$ cat src/uiu_pkg.sv
`timescale 1ns / 1ps
// ----------------------------------------------------------------------------
// uiu_pkg: shared types and constants of the user interrupt unit
// Command and fault codes, register indexes, word structs and masks.
// ----------------------------------------------------------------------------
package uiu_pkg;

   localparam int unsigned CsrIndexWidth = 3;
   localparam int unsigned DataWidth     = 64;

   typedef enum logic [2:0] {
      CMD_NOTIFY   = 3'd0,
      CMD_STUI     = 3'd1,
      CMD_CLUI     = 3'd2,
      CMD_TESTUI   = 3'd3,
      CMD_DELIVER  = 3'd4,
      CMD_UIRET    = 3'd5,
      CMD_SENDUIPI = 3'd6
   } cmd_type;

   typedef enum logic [1:0] {
      FAULT_NONE      = 2'd0,
      FAULT_UD        = 2'd1,
      FAULT_GP        = 2'd2,
      FAULT_NOTHING   = 2'd3
   } fault_type;

   typedef enum logic [CsrIndexWidth-1:0] {
      CSR_FEATURE_ENABLE   = 3'd0,
      CSR_SEND_ENABLE      = 3'd1,
      CSR_TABLE_BASE       = 3'd2,
      CSR_TABLE_LAST_INDEX = 3'd3,
      CSR_HANDLER_ADDRESS  = 3'd4,
      CSR_STACK_OFFSET     = 3'd5
   } csr_index_type;

   localparam logic [63:0] StackAlignMask = 64'hffff_ffff_ffff_fff0;
   localparam logic [63:0] EntryRsvdMask  = 64'hffff_ffff_ffff_00fe;
   localparam logic [63:0] DescRsvdMask   = 64'h0000_0000_ff00_fffc;
   localparam logic [63:0] DescAlignMask  = 64'h0000_0000_0000_003f;
   localparam logic [63:0] TableBaseMask  = 64'hffff_ffff_ffff_fff0;

   typedef struct packed {
      logic        feature_enable;
      logic        send_enable;
      logic [63:0] table_base;
      logic [31:0] table_last_index;
      logic [63:0] handler_address;
      logic [63:0] stack_offset;
   } cfg_type;

   typedef struct packed {
      logic [2:0]  command;
      logic        user_long_mode;
      logic [63:0] operand_value;
      logic [63:0] entry_low_word;
      logic [63:0] descriptor_address;
      logic [63:0] descriptor_low_word;
      logic [63:0] descriptor_high_word;
   } req_word_type;

   typedef struct packed {
      logic [1:0]  fault;
      logic        flag_value;
      logic [5:0]  vector;
      logic [63:0] new_stack_pointer;
      logic [63:0] entry_address;
      logic [63:0] new_descriptor_low;
      logic [63:0] new_descriptor_high;
      logic        notify;
      logic [7:0]  notify_vector;
      logic [31:0] notify_destination;
      logic        pending;
      logic        deliverable;
   } rsp_word_type;

   // bits 63:47 all equal
   function automatic logic is_canonical(input logic [63:0] addr);
      is_canonical = (&addr[63:47]) || (~|addr[63:47]);
   endfunction

   // index of the highest set bit, zero for an empty word
   function automatic logic [5:0] highest_bit(input logic [63:0] bits);
      logic [5:0] idx;
      idx = '0;
      for (int i = 0; i < 64; i++) begin
         if (bits[i]) begin
            idx = 6'(i);
         end
      end
      highest_bit = idx;
   endfunction

endpackage

$ cat src/uiu_req_if.sv
`timescale 1ns / 1ps
// ----------------------------------------------------------------------------
// uiu_req_if: command channel
// Valid/ready channel carrying one command word.
// ----------------------------------------------------------------------------
interface uiu_req_if;
   logic        valid;
   logic        ready;
   logic [2:0]  command;
   logic        user_long_mode;
   logic [63:0] operand_value;
   logic [63:0] entry_low_word;
   logic [63:0] descriptor_address;
   logic [63:0] descriptor_low_word;
   logic [63:0] descriptor_high_word;

   modport source (
      output valid, command, user_long_mode, operand_value, entry_low_word,
             descriptor_address, descriptor_low_word, descriptor_high_word,
      input  ready
   );
   modport sink (
      input  valid, command, user_long_mode, operand_value, entry_low_word,
             descriptor_address, descriptor_low_word, descriptor_high_word,
      output ready
   );
endinterface

$ cat src/uiu_rsp_if.sv
`timescale 1ns / 1ps
// ----------------------------------------------------------------------------
// uiu_rsp_if: result channel
// Valid/ready channel carrying one result word.
// ----------------------------------------------------------------------------
interface uiu_rsp_if;
   logic        valid;
   logic        ready;
   logic [1:0]  fault;
   logic        flag_value;
   logic [5:0]  vector;
   logic [63:0] new_stack_pointer;
   logic [63:0] entry_address;
   logic [63:0] new_descriptor_low;
   logic [63:0] new_descriptor_high;
   logic        notify;
   logic [7:0]  notify_vector;
   logic [31:0] notify_destination;
   logic        pending;
   logic        deliverable;

   modport source (
      output valid, fault, flag_value, vector, new_stack_pointer, entry_address,
             new_descriptor_low, new_descriptor_high, notify, notify_vector,
             notify_destination, pending, deliverable,
      input  ready
   );
   modport sink (
      input  valid, fault, flag_value, vector, new_stack_pointer, entry_address,
             new_descriptor_low, new_descriptor_high, notify, notify_vector,
             notify_destination, pending, deliverable,
      output ready
   );
endinterface

$ cat src/uiu_csr_if.sv
`timescale 1ns / 1ps
// ----------------------------------------------------------------------------
// uiu_csr_if: configuration write channel
// Valid/ready channel carrying a register index and write data.
// ----------------------------------------------------------------------------
interface uiu_csr_if;
   logic                                valid;
   logic                                ready;
   logic [uiu_pkg::CsrIndexWidth-1:0]   reg_index;
   logic [uiu_pkg::DataWidth-1:0]       write_data;

   modport source (output valid, reg_index, write_data, input ready);
   modport sink   (input valid, reg_index, write_data, output ready);
endinterface

$ cat src/user_interrupt_unit_top.sv
`timescale 1ns / 1ps
// ----------------------------------------------------------------------------
// user_interrupt_unit_top: user interrupt unit
// Holds the pending request bits and the user interrupt flag, runs one
// command per word and returns one result word per command.
//
//   channel   dir   handshake      word
//   req_if    in    valid/ready    command and operands
//   rsp_if    out   valid/ready    fault, flag, delivery and send results
//   csr_if    in    valid/ready    register index and write data
//
// One command per cycle while results are taken; an accepted command is held in
// the input register, then its result word in the result register.
// Request bits and flag are updated at the edge the result is registered,
// so the next command in the input register already sees them.
// A stalled result holds; the input register accepts while it is empty or
// while the result register is free or being drained. Reset clears state and
// settings.
// ----------------------------------------------------------------------------
module user_interrupt_unit_top (
   input  logic       clock,
   input  logic       reset,
   uiu_req_if.sink    req_if,
   uiu_rsp_if.source  rsp_if,
   uiu_csr_if.sink    csr_if
);

   uiu_pkg::cfg_type      cfg;
   uiu_pkg::req_word_type req_word;
   uiu_pkg::req_word_type s1_word_ff;
   uiu_pkg::rsp_word_type exec_result;
   uiu_pkg::rsp_word_type rsp_word_ff;

   logic        s1_vld_ff;
   logic        s1_vld_in;
   logic        rsp_vld_ff;
   logic        rsp_vld_in;
   logic [63:0] bits_ff;
   logic [63:0] bits_in;
   logic        flag_ff;
   logic        flag_in;
   logic [63:0] bits_nxt;
   logic        flag_nxt;
   logic        out_free;
   logic        advance;
   logic        req_fire;

   uiu_cfg_regs u_cfg_regs (
      .clock  (clock),
      .reset  (reset),
      .csr_if (csr_if),
      .cfg    (cfg)
   );

   uiu_exec u_exec (
      .cfg      (cfg),
      .word     (s1_word_ff),
      .bits_cur (bits_ff),
      .flag_cur (flag_ff),
      .result   (exec_result),
      .bits_nxt (bits_nxt),
      .flag_nxt (flag_nxt)
   );

   assign req_word.command              = req_if.command;
   assign req_word.user_long_mode       = req_if.user_long_mode;
   assign req_word.operand_value        = req_if.operand_value;
   assign req_word.entry_low_word       = req_if.entry_low_word;
   assign req_word.descriptor_address   = req_if.descriptor_address;
   assign req_word.descriptor_low_word  = req_if.descriptor_low_word;
   assign req_word.descriptor_high_word = req_if.descriptor_high_word;

   assign out_free     = !rsp_vld_ff || rsp_if.ready;
   assign advance      = s1_vld_ff && out_free;
   assign req_if.ready = !s1_vld_ff || out_free;
   assign req_fire     = req_if.valid && req_if.ready;

   always_comb begin
      s1_vld_in  = req_if.ready ? req_if.valid : s1_vld_ff;
      rsp_vld_in = out_free ? advance : rsp_vld_ff;
      bits_in    = advance ? bits_nxt : bits_ff;
      flag_in    = advance ? flag_nxt : flag_ff;
   end

   always_ff @(posedge clock) begin
      if (reset) begin
         s1_vld_ff  <= 1'b0;
         rsp_vld_ff <= 1'b0;
         bits_ff    <= '0;
         flag_ff    <= 1'b0;
      end else begin
         s1_vld_ff  <= s1_vld_in;
         rsp_vld_ff <= rsp_vld_in;
         bits_ff    <= bits_in;
         flag_ff    <= flag_in;
      end
   end

   always_ff @(posedge clock) begin
      if (req_fire) begin
         s1_word_ff <= req_word;
      end
      if (advance) begin
         rsp_word_ff <= exec_result;
      end
   end

   assign rsp_if.valid               = rsp_vld_ff;
   assign rsp_if.fault               = rsp_word_ff.fault;
   assign rsp_if.flag_value          = rsp_word_ff.flag_value;
   assign rsp_if.vector              = rsp_word_ff.vector;
   assign rsp_if.new_stack_pointer   = rsp_word_ff.new_stack_pointer;
   assign rsp_if.entry_address       = rsp_word_ff.entry_address;
   assign rsp_if.new_descriptor_low  = rsp_word_ff.new_descriptor_low;
   assign rsp_if.new_descriptor_high = rsp_word_ff.new_descriptor_high;
   assign rsp_if.notify              = rsp_word_ff.notify;
   assign rsp_if.notify_vector       = rsp_word_ff.notify_vector;
   assign rsp_if.notify_destination  = rsp_word_ff.notify_destination;
   assign rsp_if.pending             = rsp_word_ff.pending;
   assign rsp_if.deliverable         = rsp_word_ff.deliverable;

endmodule

$ cat src/uiu_cfg_regs.sv
`timescale 1ns / 1ps
// ----------------------------------------------------------------------------
// uiu_cfg_regs: configuration registers
// Takes register writes from the csr channel and holds the settings.
// ----------------------------------------------------------------------------
module uiu_cfg_regs (
   input  logic              clock,
   input  logic              reset,
   uiu_csr_if.sink           csr_if,
   output uiu_pkg::cfg_type  cfg
);

   uiu_pkg::cfg_type cfg_ff;
   uiu_pkg::cfg_type cfg_in;
   logic             wr_en;

   assign csr_if.ready = 1'b1;
   assign wr_en        = csr_if.valid;
   assign cfg          = cfg_ff;

   always_comb begin
      cfg_in = cfg_ff;
      if (wr_en) begin
         case (uiu_pkg::csr_index_type'(csr_if.reg_index))
            uiu_pkg::CSR_FEATURE_ENABLE:   cfg_in.feature_enable   = csr_if.write_data[0];
            uiu_pkg::CSR_SEND_ENABLE:      cfg_in.send_enable      = csr_if.write_data[0];
            uiu_pkg::CSR_TABLE_BASE:       cfg_in.table_base       = csr_if.write_data;
            uiu_pkg::CSR_TABLE_LAST_INDEX: cfg_in.table_last_index = csr_if.write_data[31:0];
            uiu_pkg::CSR_HANDLER_ADDRESS:  cfg_in.handler_address  = csr_if.write_data;
            uiu_pkg::CSR_STACK_OFFSET:     cfg_in.stack_offset     = csr_if.write_data;
            default: begin
               // unused indexes are dropped
               cfg_in = cfg_ff;
            end
         endcase
      end
   end

   always_ff @(posedge clock) begin
      if (reset) begin
         cfg_ff <= '0;
      end else begin
         cfg_ff <= cfg_in;
      end
   end

endmodule

$ cat src/uiu_exec.sv
`timescale 1ns / 1ps
// ----------------------------------------------------------------------------
// uiu_exec: command execution logic
// Decodes one command word against the current request bits and flag, and
// gives the result word and the next state.
// ----------------------------------------------------------------------------
module uiu_exec (
   input  uiu_pkg::cfg_type      cfg,
   input  uiu_pkg::req_word_type word,
   input  logic [63:0]           bits_cur,
   input  logic                  flag_cur,
   output uiu_pkg::rsp_word_type result,
   output logic [63:0]           bits_nxt,
   output logic                  flag_nxt
);

   logic [5:0]  top_vec;
   logic [63:0] stack_raw;
   logic [7:0]  user_vec;
   logic        entry_bad;
   logic        notify_now;
   logic        pending_nxt;

   assign top_vec   = uiu_pkg::highest_bit(bits_cur);
   assign stack_raw = cfg.stack_offset[0] ? cfg.stack_offset
                                          : word.operand_value - cfg.stack_offset;
   assign user_vec  = word.entry_low_word[15:8];
   assign entry_bad = !word.entry_low_word[0]
                   || ((word.entry_low_word & uiu_pkg::EntryRsvdMask) != '0)
                   || (user_vec[7:6] != 2'b00)
                   || ((word.descriptor_address & uiu_pkg::DescAlignMask) != '0)
                   || ((word.descriptor_low_word & uiu_pkg::DescRsvdMask) != '0);
   // neither outstanding nor suppressed
   assign notify_now = (word.descriptor_low_word[1:0] == 2'b00);

   always_comb begin
      result   = '0;
      bits_nxt = bits_cur;
      flag_nxt = flag_cur;

      if (!cfg.feature_enable && (word.command <= uiu_pkg::CMD_SENDUIPI)) begin
         result.fault = uiu_pkg::FAULT_UD;
      end else begin
         case (uiu_pkg::cmd_type'(word.command))
            uiu_pkg::CMD_NOTIFY: begin
               bits_nxt = bits_cur | word.operand_value;
            end
            uiu_pkg::CMD_STUI: begin
               flag_nxt = 1'b1;
            end
            uiu_pkg::CMD_CLUI: begin
               flag_nxt = 1'b0;
            end
            uiu_pkg::CMD_TESTUI: begin
               flag_nxt = flag_cur;
            end
            uiu_pkg::CMD_DELIVER: begin
               if (!word.user_long_mode || !flag_cur || (bits_cur == '0)) begin
                  result.fault = uiu_pkg::FAULT_NOTHING;
               end else if (!uiu_pkg::is_canonical(cfg.handler_address)) begin
                  result.fault = uiu_pkg::FAULT_GP;
               end else begin
                  result.vector            = top_vec;
                  result.new_stack_pointer = stack_raw & uiu_pkg::StackAlignMask;
                  bits_nxt                 = bits_cur & ~(64'd1 << top_vec);
                  flag_nxt                 = 1'b0;
               end
            end
            uiu_pkg::CMD_UIRET: begin
               if (!uiu_pkg::is_canonical(word.operand_value)) begin
                  result.fault = uiu_pkg::FAULT_GP;
               end else begin
                  flag_nxt = 1'b1;
               end
            end
            uiu_pkg::CMD_SENDUIPI: begin
               if (!cfg.send_enable) begin
                  result.fault = uiu_pkg::FAULT_UD;
               end else if (word.operand_value > {32'd0, cfg.table_last_index}) begin
                  result.fault = uiu_pkg::FAULT_GP;
               end else begin
                  result.entry_address = (cfg.table_base & uiu_pkg::TableBaseMask)
                                       + {word.operand_value[59:0], 4'b0000};
                  if (entry_bad) begin
                     result.fault = uiu_pkg::FAULT_GP;
                  end else begin
                     result.new_descriptor_low  = {word.descriptor_low_word[63:1],
                                                   word.descriptor_low_word[0] | notify_now};
                     result.new_descriptor_high = word.descriptor_high_word
                                                | (64'd1 << user_vec[5:0]);
                     result.notify              = notify_now;
                     if (notify_now) begin
                        result.notify_vector      = word.descriptor_low_word[23:16];
                        result.notify_destination = word.descriptor_low_word[63:32];
                     end
                  end
               end
            end
            default: begin
               // unused code: no effect
               bits_nxt = bits_cur;
            end
         endcase
      end

      pending_nxt        = cfg.feature_enable && (bits_nxt != '0);
      result.flag_value  = flag_nxt;
      result.pending     = pending_nxt;
      result.deliverable = pending_nxt && word.user_long_mode && flag_nxt;
   end

endmodule
$ cat src/flat_wrapper.sv
// flat-port wrapper written by rule: the top's interface ports become plain ports
module user_interrupt_unit_top_flat 
  (clock, reset, req_if_valid, req_if_command, req_if_user_long_mode, req_if_operand_value, req_if_entry_low_word, req_if_descriptor_address, req_if_descriptor_low_word, req_if_descriptor_high_word, req_if_ready, rsp_if_valid, rsp_if_fault, rsp_if_flag_value, rsp_if_vector, rsp_if_new_stack_pointer, rsp_if_entry_address, rsp_if_new_descriptor_low, rsp_if_new_descriptor_high, rsp_if_notify, rsp_if_notify_vector, rsp_if_notify_destination, rsp_if_pending, rsp_if_deliverable, rsp_if_ready, csr_if_valid, csr_if_reg_index, csr_if_write_data, csr_if_ready);
  uiu_req_if req_if_i ();
  uiu_rsp_if rsp_if_i ();
  uiu_csr_if csr_if_i ();
  input  logic clock;
  input  logic reset;
  input wire logic [$bits(req_if_i.valid)-1:0] req_if_valid;
  input wire logic [$bits(req_if_i.command)-1:0] req_if_command;
  input wire logic [$bits(req_if_i.user_long_mode)-1:0] req_if_user_long_mode;
  input wire logic [$bits(req_if_i.operand_value)-1:0] req_if_operand_value;
  input wire logic [$bits(req_if_i.entry_low_word)-1:0] req_if_entry_low_word;
  input wire logic [$bits(req_if_i.descriptor_address)-1:0] req_if_descriptor_address;
  input wire logic [$bits(req_if_i.descriptor_low_word)-1:0] req_if_descriptor_low_word;
  input wire logic [$bits(req_if_i.descriptor_high_word)-1:0] req_if_descriptor_high_word;
  output wire logic [$bits(req_if_i.ready)-1:0] req_if_ready;
  output wire logic [$bits(rsp_if_i.valid)-1:0] rsp_if_valid;
  output wire logic [$bits(rsp_if_i.fault)-1:0] rsp_if_fault;
  output wire logic [$bits(rsp_if_i.flag_value)-1:0] rsp_if_flag_value;
  output wire logic [$bits(rsp_if_i.vector)-1:0] rsp_if_vector;
  output wire logic [$bits(rsp_if_i.new_stack_pointer)-1:0] rsp_if_new_stack_pointer;
  output wire logic [$bits(rsp_if_i.entry_address)-1:0] rsp_if_entry_address;
  output wire logic [$bits(rsp_if_i.new_descriptor_low)-1:0] rsp_if_new_descriptor_low;
  output wire logic [$bits(rsp_if_i.new_descriptor_high)-1:0] rsp_if_new_descriptor_high;
  output wire logic [$bits(rsp_if_i.notify)-1:0] rsp_if_notify;
  output wire logic [$bits(rsp_if_i.notify_vector)-1:0] rsp_if_notify_vector;
  output wire logic [$bits(rsp_if_i.notify_destination)-1:0] rsp_if_notify_destination;
  output wire logic [$bits(rsp_if_i.pending)-1:0] rsp_if_pending;
  output wire logic [$bits(rsp_if_i.deliverable)-1:0] rsp_if_deliverable;
  input wire logic [$bits(rsp_if_i.ready)-1:0] rsp_if_ready;
  input wire logic [$bits(csr_if_i.valid)-1:0] csr_if_valid;
  input wire logic [$bits(csr_if_i.reg_index)-1:0] csr_if_reg_index;
  input wire logic [$bits(csr_if_i.write_data)-1:0] csr_if_write_data;
  output wire logic [$bits(csr_if_i.ready)-1:0] csr_if_ready;
  assign req_if_i.valid = req_if_valid;
  assign req_if_i.command = req_if_command;
  assign req_if_i.user_long_mode = req_if_user_long_mode;
  assign req_if_i.operand_value = req_if_operand_value;
  assign req_if_i.entry_low_word = req_if_entry_low_word;
  assign req_if_i.descriptor_address = req_if_descriptor_address;
  assign req_if_i.descriptor_low_word = req_if_descriptor_low_word;
  assign req_if_i.descriptor_high_word = req_if_descriptor_high_word;
  assign req_if_ready = req_if_i.ready;
  assign rsp_if_valid = rsp_if_i.valid;
  assign rsp_if_fault = rsp_if_i.fault;
  assign rsp_if_flag_value = rsp_if_i.flag_value;
  assign rsp_if_vector = rsp_if_i.vector;
  assign rsp_if_new_stack_pointer = rsp_if_i.new_stack_pointer;
  assign rsp_if_entry_address = rsp_if_i.entry_address;
  assign rsp_if_new_descriptor_low = rsp_if_i.new_descriptor_low;
  assign rsp_if_new_descriptor_high = rsp_if_i.new_descriptor_high;
  assign rsp_if_notify = rsp_if_i.notify;
  assign rsp_if_notify_vector = rsp_if_i.notify_vector;
  assign rsp_if_notify_destination = rsp_if_i.notify_destination;
  assign rsp_if_pending = rsp_if_i.pending;
  assign rsp_if_deliverable = rsp_if_i.deliverable;
  assign rsp_if_i.ready = rsp_if_ready;
  assign csr_if_i.valid = csr_if_valid;
  assign csr_if_i.reg_index = csr_if_reg_index;
  assign csr_if_i.write_data = csr_if_write_data;
  assign csr_if_ready = csr_if_i.ready;
  user_interrupt_unit_top u_core (.clock(clock), .reset(reset), .req_if(req_if_i), .rsp_if(rsp_if_i), .csr_if(csr_if_i));
endmodule
$ cat config.mk
export PLATFORM = sky130hd
export DESIGN_NAME = user_interrupt_unit_top_flat
export DESIGN_NICKNAME = d
export VERILOG_FILES = /design/src/uiu_pkg.sv /design/src/uiu_req_if.sv /design/src/uiu_rsp_if.sv /design/src/uiu_csr_if.sv /design/src/user_interrupt_unit_top.sv /design/src/uiu_cfg_regs.sv /design/src/uiu_exec.sv /design/src/flat_wrapper.sv
export SDC_FILE = /design/constraint.sdc
export NUM_CORES = 2
export LEC_CHECK = 0
export BUFFER_PORTS_ARGS = -buffer_cell sky130_fd_sc_hd__buf_4
export CORE_ASPECT_RATIO = 0.75
export CORE_MARGIN = 5
export CORE_UTILIZATION = 40
export DETAILED_ROUTE_END_ITERATION = 16
export REMOVE_ABC_BUFFERS = 1
export SLEW_MARGIN = 25
export SYNTH_ARGS = -nofsm -noshare
export SYNTH_HDL_FRONTEND = slang
export SYNTH_HIERARCHICAL = 1
export SYNTH_SLANG_ARGS = --single-unit
$ cat constraint.sdc
create_clock -name clock -period 19.6 [get_ports clock]
set_clock_uncertainty 0.05 [all_clocks]
set_input_delay 0.98 -clock clock [delete_from_list [all_inputs] [get_ports clock]]
set_output_delay 0.98 -clock clock [all_outputs]
set_load 0.01 [all_outputs]
---- Word level (Yosys, flattened, before mapping) ----
Cells that the tools add are included.
cells by class
  add/subtract/negate cells ............... 2
  equality and inequality tests ........... 10
  shift operators ......................... 2
  order comparisons ....................... 2
  bitwise operators ....................... 10
  multiplexer cells ....................... 80
  reductions and logical operators ........ 48
operators with widths
  kind                    number
  $mux W6                 57
  $mux W64                4
  $reduce_bool A64 Y1     4
  $or A64 B64 Y64         2
  $pmux W64 S2            1
  $shl A1 B6 Y64 const A  2
  $add A64 B64 Y64        1
  $and A64 B64 Y64        1
  $gt A64 B32 Y1          1
  $logic_not A64 Y1       1
  $not A64 Y64            1
  $sub A64 B64 Y64        1
  $reduce_and A17 Y1      2
  $reduce_or A17 Y1       2
  $mux W2                 8
  $eq A3 B3 Y1 const B    5
  $reduce_and A2 Y1       6
  $logic_or A1 B1 Y1      10
  $eq A3 B2 Y1 const B    3
  $mux W3                 3
  $logic_not A1 Y1        8
  $reduce_or A4 Y1        2
  $eq A3 B1 Y1 const B    2
  $logic_and A1 B1 Y1     6
  other kinds (12)        21
word-level totals
  output and inout port bits .............. 311
  bits of input ports ..................... 396
  logic and storage cells ................. 184
  flip-flop bits (word level) ............. 867

---- Logic depth before layout (Yosys ltp) ----
  depth after elaboration ................. 74
  depth in mapped cells ................... 16
  mapped depth without buffers ............ 14

---- Modules after synthesis ----
Netlist, hierarchy kept.
modules (own cells, without submodules)
  module                   seq. area each (um2)  instances  area each (um2)  cells an instance
  user_interrupt_unit_top  20319.5               1          21983.6          924
  uiu_exec                 0.0                   1          12106.6          1959
  uiu_cfg_regs             4524.3                1          9007.4           809

---- Least setup slack after synthesis ----
Ideal clock, no wire load.
  path kind ............................... input -> register
  start point ............................. in rsp_if_ready
  end point ............................... reg u_core/s1_word_ff[0] in the netlist's numbering (enable)
  buffers on the path ..................... 0
  path slack .............................. 1.859 ns
  arrival time ............................ 16.572 ns
  setup time .............................. 1.119 ns
  data required time ...................... 18.431 ns
  cell stages on the path ................. 2
  cell sequence ........................... nor2b_4 > a21oi_1
between the ends
  cells in the longest elaborated chain, start to end .. 3
ends and longest elaborated chain
  element                    line                            RTL
  from (decl)                flat_wrapper.sv:31              input wire logic [$bits(rsp_if_i.ready)-1:0] rsp_if_ready;
  $logic_or A1 B1 Y1         user_interrupt_unit_top.sv:73   assign out_free = !rsp_vld_ff || rsp_if.ready;
  $logic_or A1 B1 Y1         user_interrupt_unit_top.sv:75   assign req_if.ready = !s1_vld_ff || out_free;
  $logic_and A1 B1 Y1        user_interrupt_unit_top.sv:76   assign req_fire = req_if.valid && req_if.ready;
  named net u_core.req_fire  user_interrupt_unit_top.sv:46   logic req_fire;
  to (signal assigned)       user_interrupt_unit_top.sv:101  s1_word_ff <= req_word;
  to (decl)                  user_interrupt_unit_top.sv:30   uiu_pkg::req_word_type s1_word_ff;
The timed path passes the listed nets, and every way through them passes these cells.
A chain may end at the register's enable or synchronous reset.

---- Final worst setup path ----
  start point ............................. reg u_core/s1_word_ff[256] in the netlist's numbering
  end point ............................... reg u_core.rsp_word_ff (netlist bit u_core/rsp_if.entry_address[62]), data pin
between the ends
  cells in the longest elaborated chain, start to end .. 2
  elaborated cells between the ends (all ways) .. 3
  those cells by class .................... add/sub: 1; order compare: 1; reduce/logical: 1
ends and longest elaborated chain
  element                            line                            RTL
  $gt A64 B32 Y1                     uiu_exec.sv:79                  end else if (word.operand_value > {32'd0, cfg.table_last_index}) begin
  $reduce_or A4 Y1 (no source line)  -
  to (signal assigned)               user_interrupt_unit_top.sv:104  rsp_word_ff <= exec_result;
  to (decl)                          user_interrupt_unit_top.sv:32   uiu_pkg::rsp_word_type rsp_word_ff;
Parallel ways exist; a longest one is shown, timed or not.

==> summary.md <==
| Metric | Value |
|---|---|
| Final Cycle Share | 0.293 |
| Hold-fix buffers, CTS | 0 |
| Post-CTS sizing | 0 |
| Largest net degree at the start of global routing | 120 |
| Sw frac | 0.239 |
| Layout cells sized above 1 | 0.206 |
| Leakage | 0.0192 µW |
| Setup violators final | 0 |
| Worst-path fanout max | 5 |
| Setup crit start kind | flip-flop |
| Worst skew pair latency | 690 ps |
| CTS tree | built |
| CP endpoint kind | flip-flop |
| Die width | 373 µm |
| Unrepaired setup endpoints after global routing | false |
| Reg-to-reg startpoint | u_core/s1_word_ff[256] |
| P_int | 3140 µW |
| Synthesized area per cell | 11.4 µm² |
| Clock transition at path regs | 70 ps |
| Initial antenna violation count | 18 |
| Comb power frac | 0.094 |
| Boundary Pins | 707 |
| Final instance area | 48,500 µm² |
| DRC viols | 0 |
| Worst r2r dst | u_core/rsp_if.entry_address[62] |
| Die Span Y | 282 µm |
| Initial DRC count | 2,642 |
| Status | finished clean |
| Slowest cell on the critical path | a221oi_1 |
| Row cnt | 99 |
| Peak VDD IR | 0.0000710 V |
| Overall power | 4120 µW |
| HP Start | req_if_operand_value[20] |
| First-pass GRT wire length | 181,000 µm |
| Clk sink count | 816 |
| Critical Path Most Common Cell | o211ai_1 |
| Post-DRT Antenna Nets | 0 |
| Max clock buf depth | 3 |
| Hpwl dp | 92,400 µm |
| DR vias/cell | 5.27 |
| Psw | 986 µW |
| FF-to-FF setup slack | 13,860 ps |
| HP Class | input pin to flip-flop |
| Final Hold Vio Count | 0 |
| Final Max Tran Viols | 0 |
| Hold EP | u_core/s1_word_ff[276] |
| Slew HR | 0.216 |
| Slowest stage delay, CP | 840 ps |
| TNS Setup | 0 ps |
| Sequential power share | 0.476 |
| Max-Cap Viols | 0 |
| H-tree depth | 3 |
| Clock power share | 0.431 |
| Reg2Reg Depth | 14 |
| Final Wtd Congestion | 0.939 |
| Achievable frequency | 174 MHz |
| Core Region | 97,600 µm² |
| TritonRoute pass-1 iters | 5 |
| Vias in the first global route | 27.6k |
| Fill count | 8,898 |
| Critical Path, Cell by Cell | ha_1 > fa_1 > a211o_1 > a21oi_1 > o21ai_1 > a221oi_1 > o211ai_1 > a221o_1 > a31oi_1 > o211ai_1 > a21o_1 > a21boi_0 > xor2_1 > nor2_1 |
| # Post-CTS Setup Buffers | 0 |
| WP data arrival | 6090 ps |
| Mapped Area | 39,500 µm² |
| Ys Warns | 6 |
| Initial Util | 0.404 |
| Post-layout util | 0.497 |
| Hold depth | 1 |
| DIE AREA | 105,000 µm² |
| Total Routing Usage GR | 0.227 |
| DR WL/cell | 22.8 µm |
| Post-Synthesis Cells | 3,474 |
| Post-layout min period | 5740 ps |
| Clock root buffer | clkbuf_16 |
| Area after DPL | 45,400 µm² |
| Worst Path Class, Setup | flip-flop to flip-flop |
| Number of buffers created by CTS | 89 |
| # nets final | 4,646 |
| GR Overflow Total | 0 |
| Via count | 28.9k |
| Worst Max-Slew Pin Slew | 1170 ps |
| Detailed Route WL | 125,000 µm |
| PD cells | 85.0 nW/µm² |
| PortBufs | 647 |
| CP required | 19,960 ps |
| Layout area overhead | 22.9% |
-- worst max-delay path, delay by kind of cell (launching register included) --
kind,cells,cell delay [ps]
fa+ha+maj,2,700
simple gates,1,50
flops,1,500
compound gates,10,3980
xor+xnor,1,180
-- cells in the final DEF, fill, tap and decap left out, types with 16 or more instances in the layout --
master       n
buf_4      678
edfxtp_1   574
nand2b_1   388
a21oi_1    287
nor2_1     286
mux2i_1    243
dfxtp_1    241
ha_1       153
inv_1      132
nand2_1    123
clkbuf_16   89
a21o_1      74
o21ai_0     66
xnor2_1     62
and3_1      61
nor4_1      57
and2_1      53
xor2_1      47
nor3_1      38
nand4_1     37
nor2b_1     35
nand3_1     34
conb_1      31
a31oi_1     30
o21a_1      21
a211oi_1    20
clkinv_1    16
clkbuf_1    16
or4_1       16
-- cell type report --
| class | count | area (µm²) | share of cell area |
|---|---|---|---|
| multi-input combinational | 2376 | 16100 | 0.332 |
| tap | 1313 | 1640 | 0.0339 |
| timing repair buffer | 680 | 5110 | 0.105 |
| sequential | 816 | 22100 | 0.455 |
| clock buffer | 106 | 2300 | 0.0474 |
| inverter | 133 | 499 | 0.0103 |
| clock inverter | 58 | 751 | 0.0155 |
| antenna | 12 | 30.0 | 0.000619 |
-- stage by stage --
stage	hold WS (ps)	worst slack (ps)	cells
4_1_cts	363	13850	5482
6_report	416	13860	5494
3_3_place_gp	414	13950	5318
2_1_floorplan	402	-362	3325
5_1_grt	371	13740	5492
3_5_place_dp	418	13890	5318
-- flip-flops by register name (all words and copies together) (netlist names) --
signal	flops
u_core/rsp_if.valid	1
u_core/bits_ff	64
u_core/rsp_if.flag_value	1
u_core/rsp_if.notify_destination	32
u_core/rsp_if.vector	6
u_core/s1_vld_ff	1
u_core/rsp_if.notify_vector	8
u_core/rsp_if.deliverable	1
u_core/rsp_if.notify	1
u_core/rsp_if.new_stack_pointer	64
u_core/rsp_if.entry_address	64
u_core/rsp_if.new_descriptor_high	64
u_core/rsp_if.pending	1
u_core/rsp_if.fault	2
u_core/u_cfg_regs/cfg	175
u_core/rsp_if.new_descriptor_low	64
u_core/flag_ff	1
u_core/s1_word_ff	266
-- power by group through the flow --
stage	clock, µW	sequential [µW]	combinational (µW)
floorplan	0	2030	201
global placement	0	2000	383
detailed placement	0	2000	385
CTS	1820	1960	387
global route	1890	1970	419
finish	1780	1960	386
-- worst max-delay path by stage --
stage | from | end | cells past startpoint | slack [ps]
after floorplan | rsp_if_ready | u_core/bits_ff[0] | 3 | -360
after global placement | u_core/s1_word_ff[256] | u_core/rsp_if.entry_address[62] | 14 | 13950
after detailed placement | u_core/s1_word_ff[256] | u_core/rsp_if.entry_address[62] | 14 | 13890
after CTS | u_core/s1_word_ff[256] | u_core/rsp_if.entry_address[62] | 14 | 13850
after global routing | u_core/s1_word_ff[256] | u_core/rsp_if.entry_address[62] | 14 | 13740
final | u_core/s1_word_ff[256] | u_core/rsp_if.entry_address[62] | 14 | 13860
-- layer usage --
metal | global-route usage | up-vias | share of wire
li1 | - | 13800 | -
met1 | 0.323 | 14000 | 0.46
met2 | 0.344 | 986 | 0.44
met3 | 0.0630 | 169 | 0.077
met4 | 0.0609 | 6 | 0.025
met5 | 0 | - | 0.00033
Power figures use the tool's default switching activity.
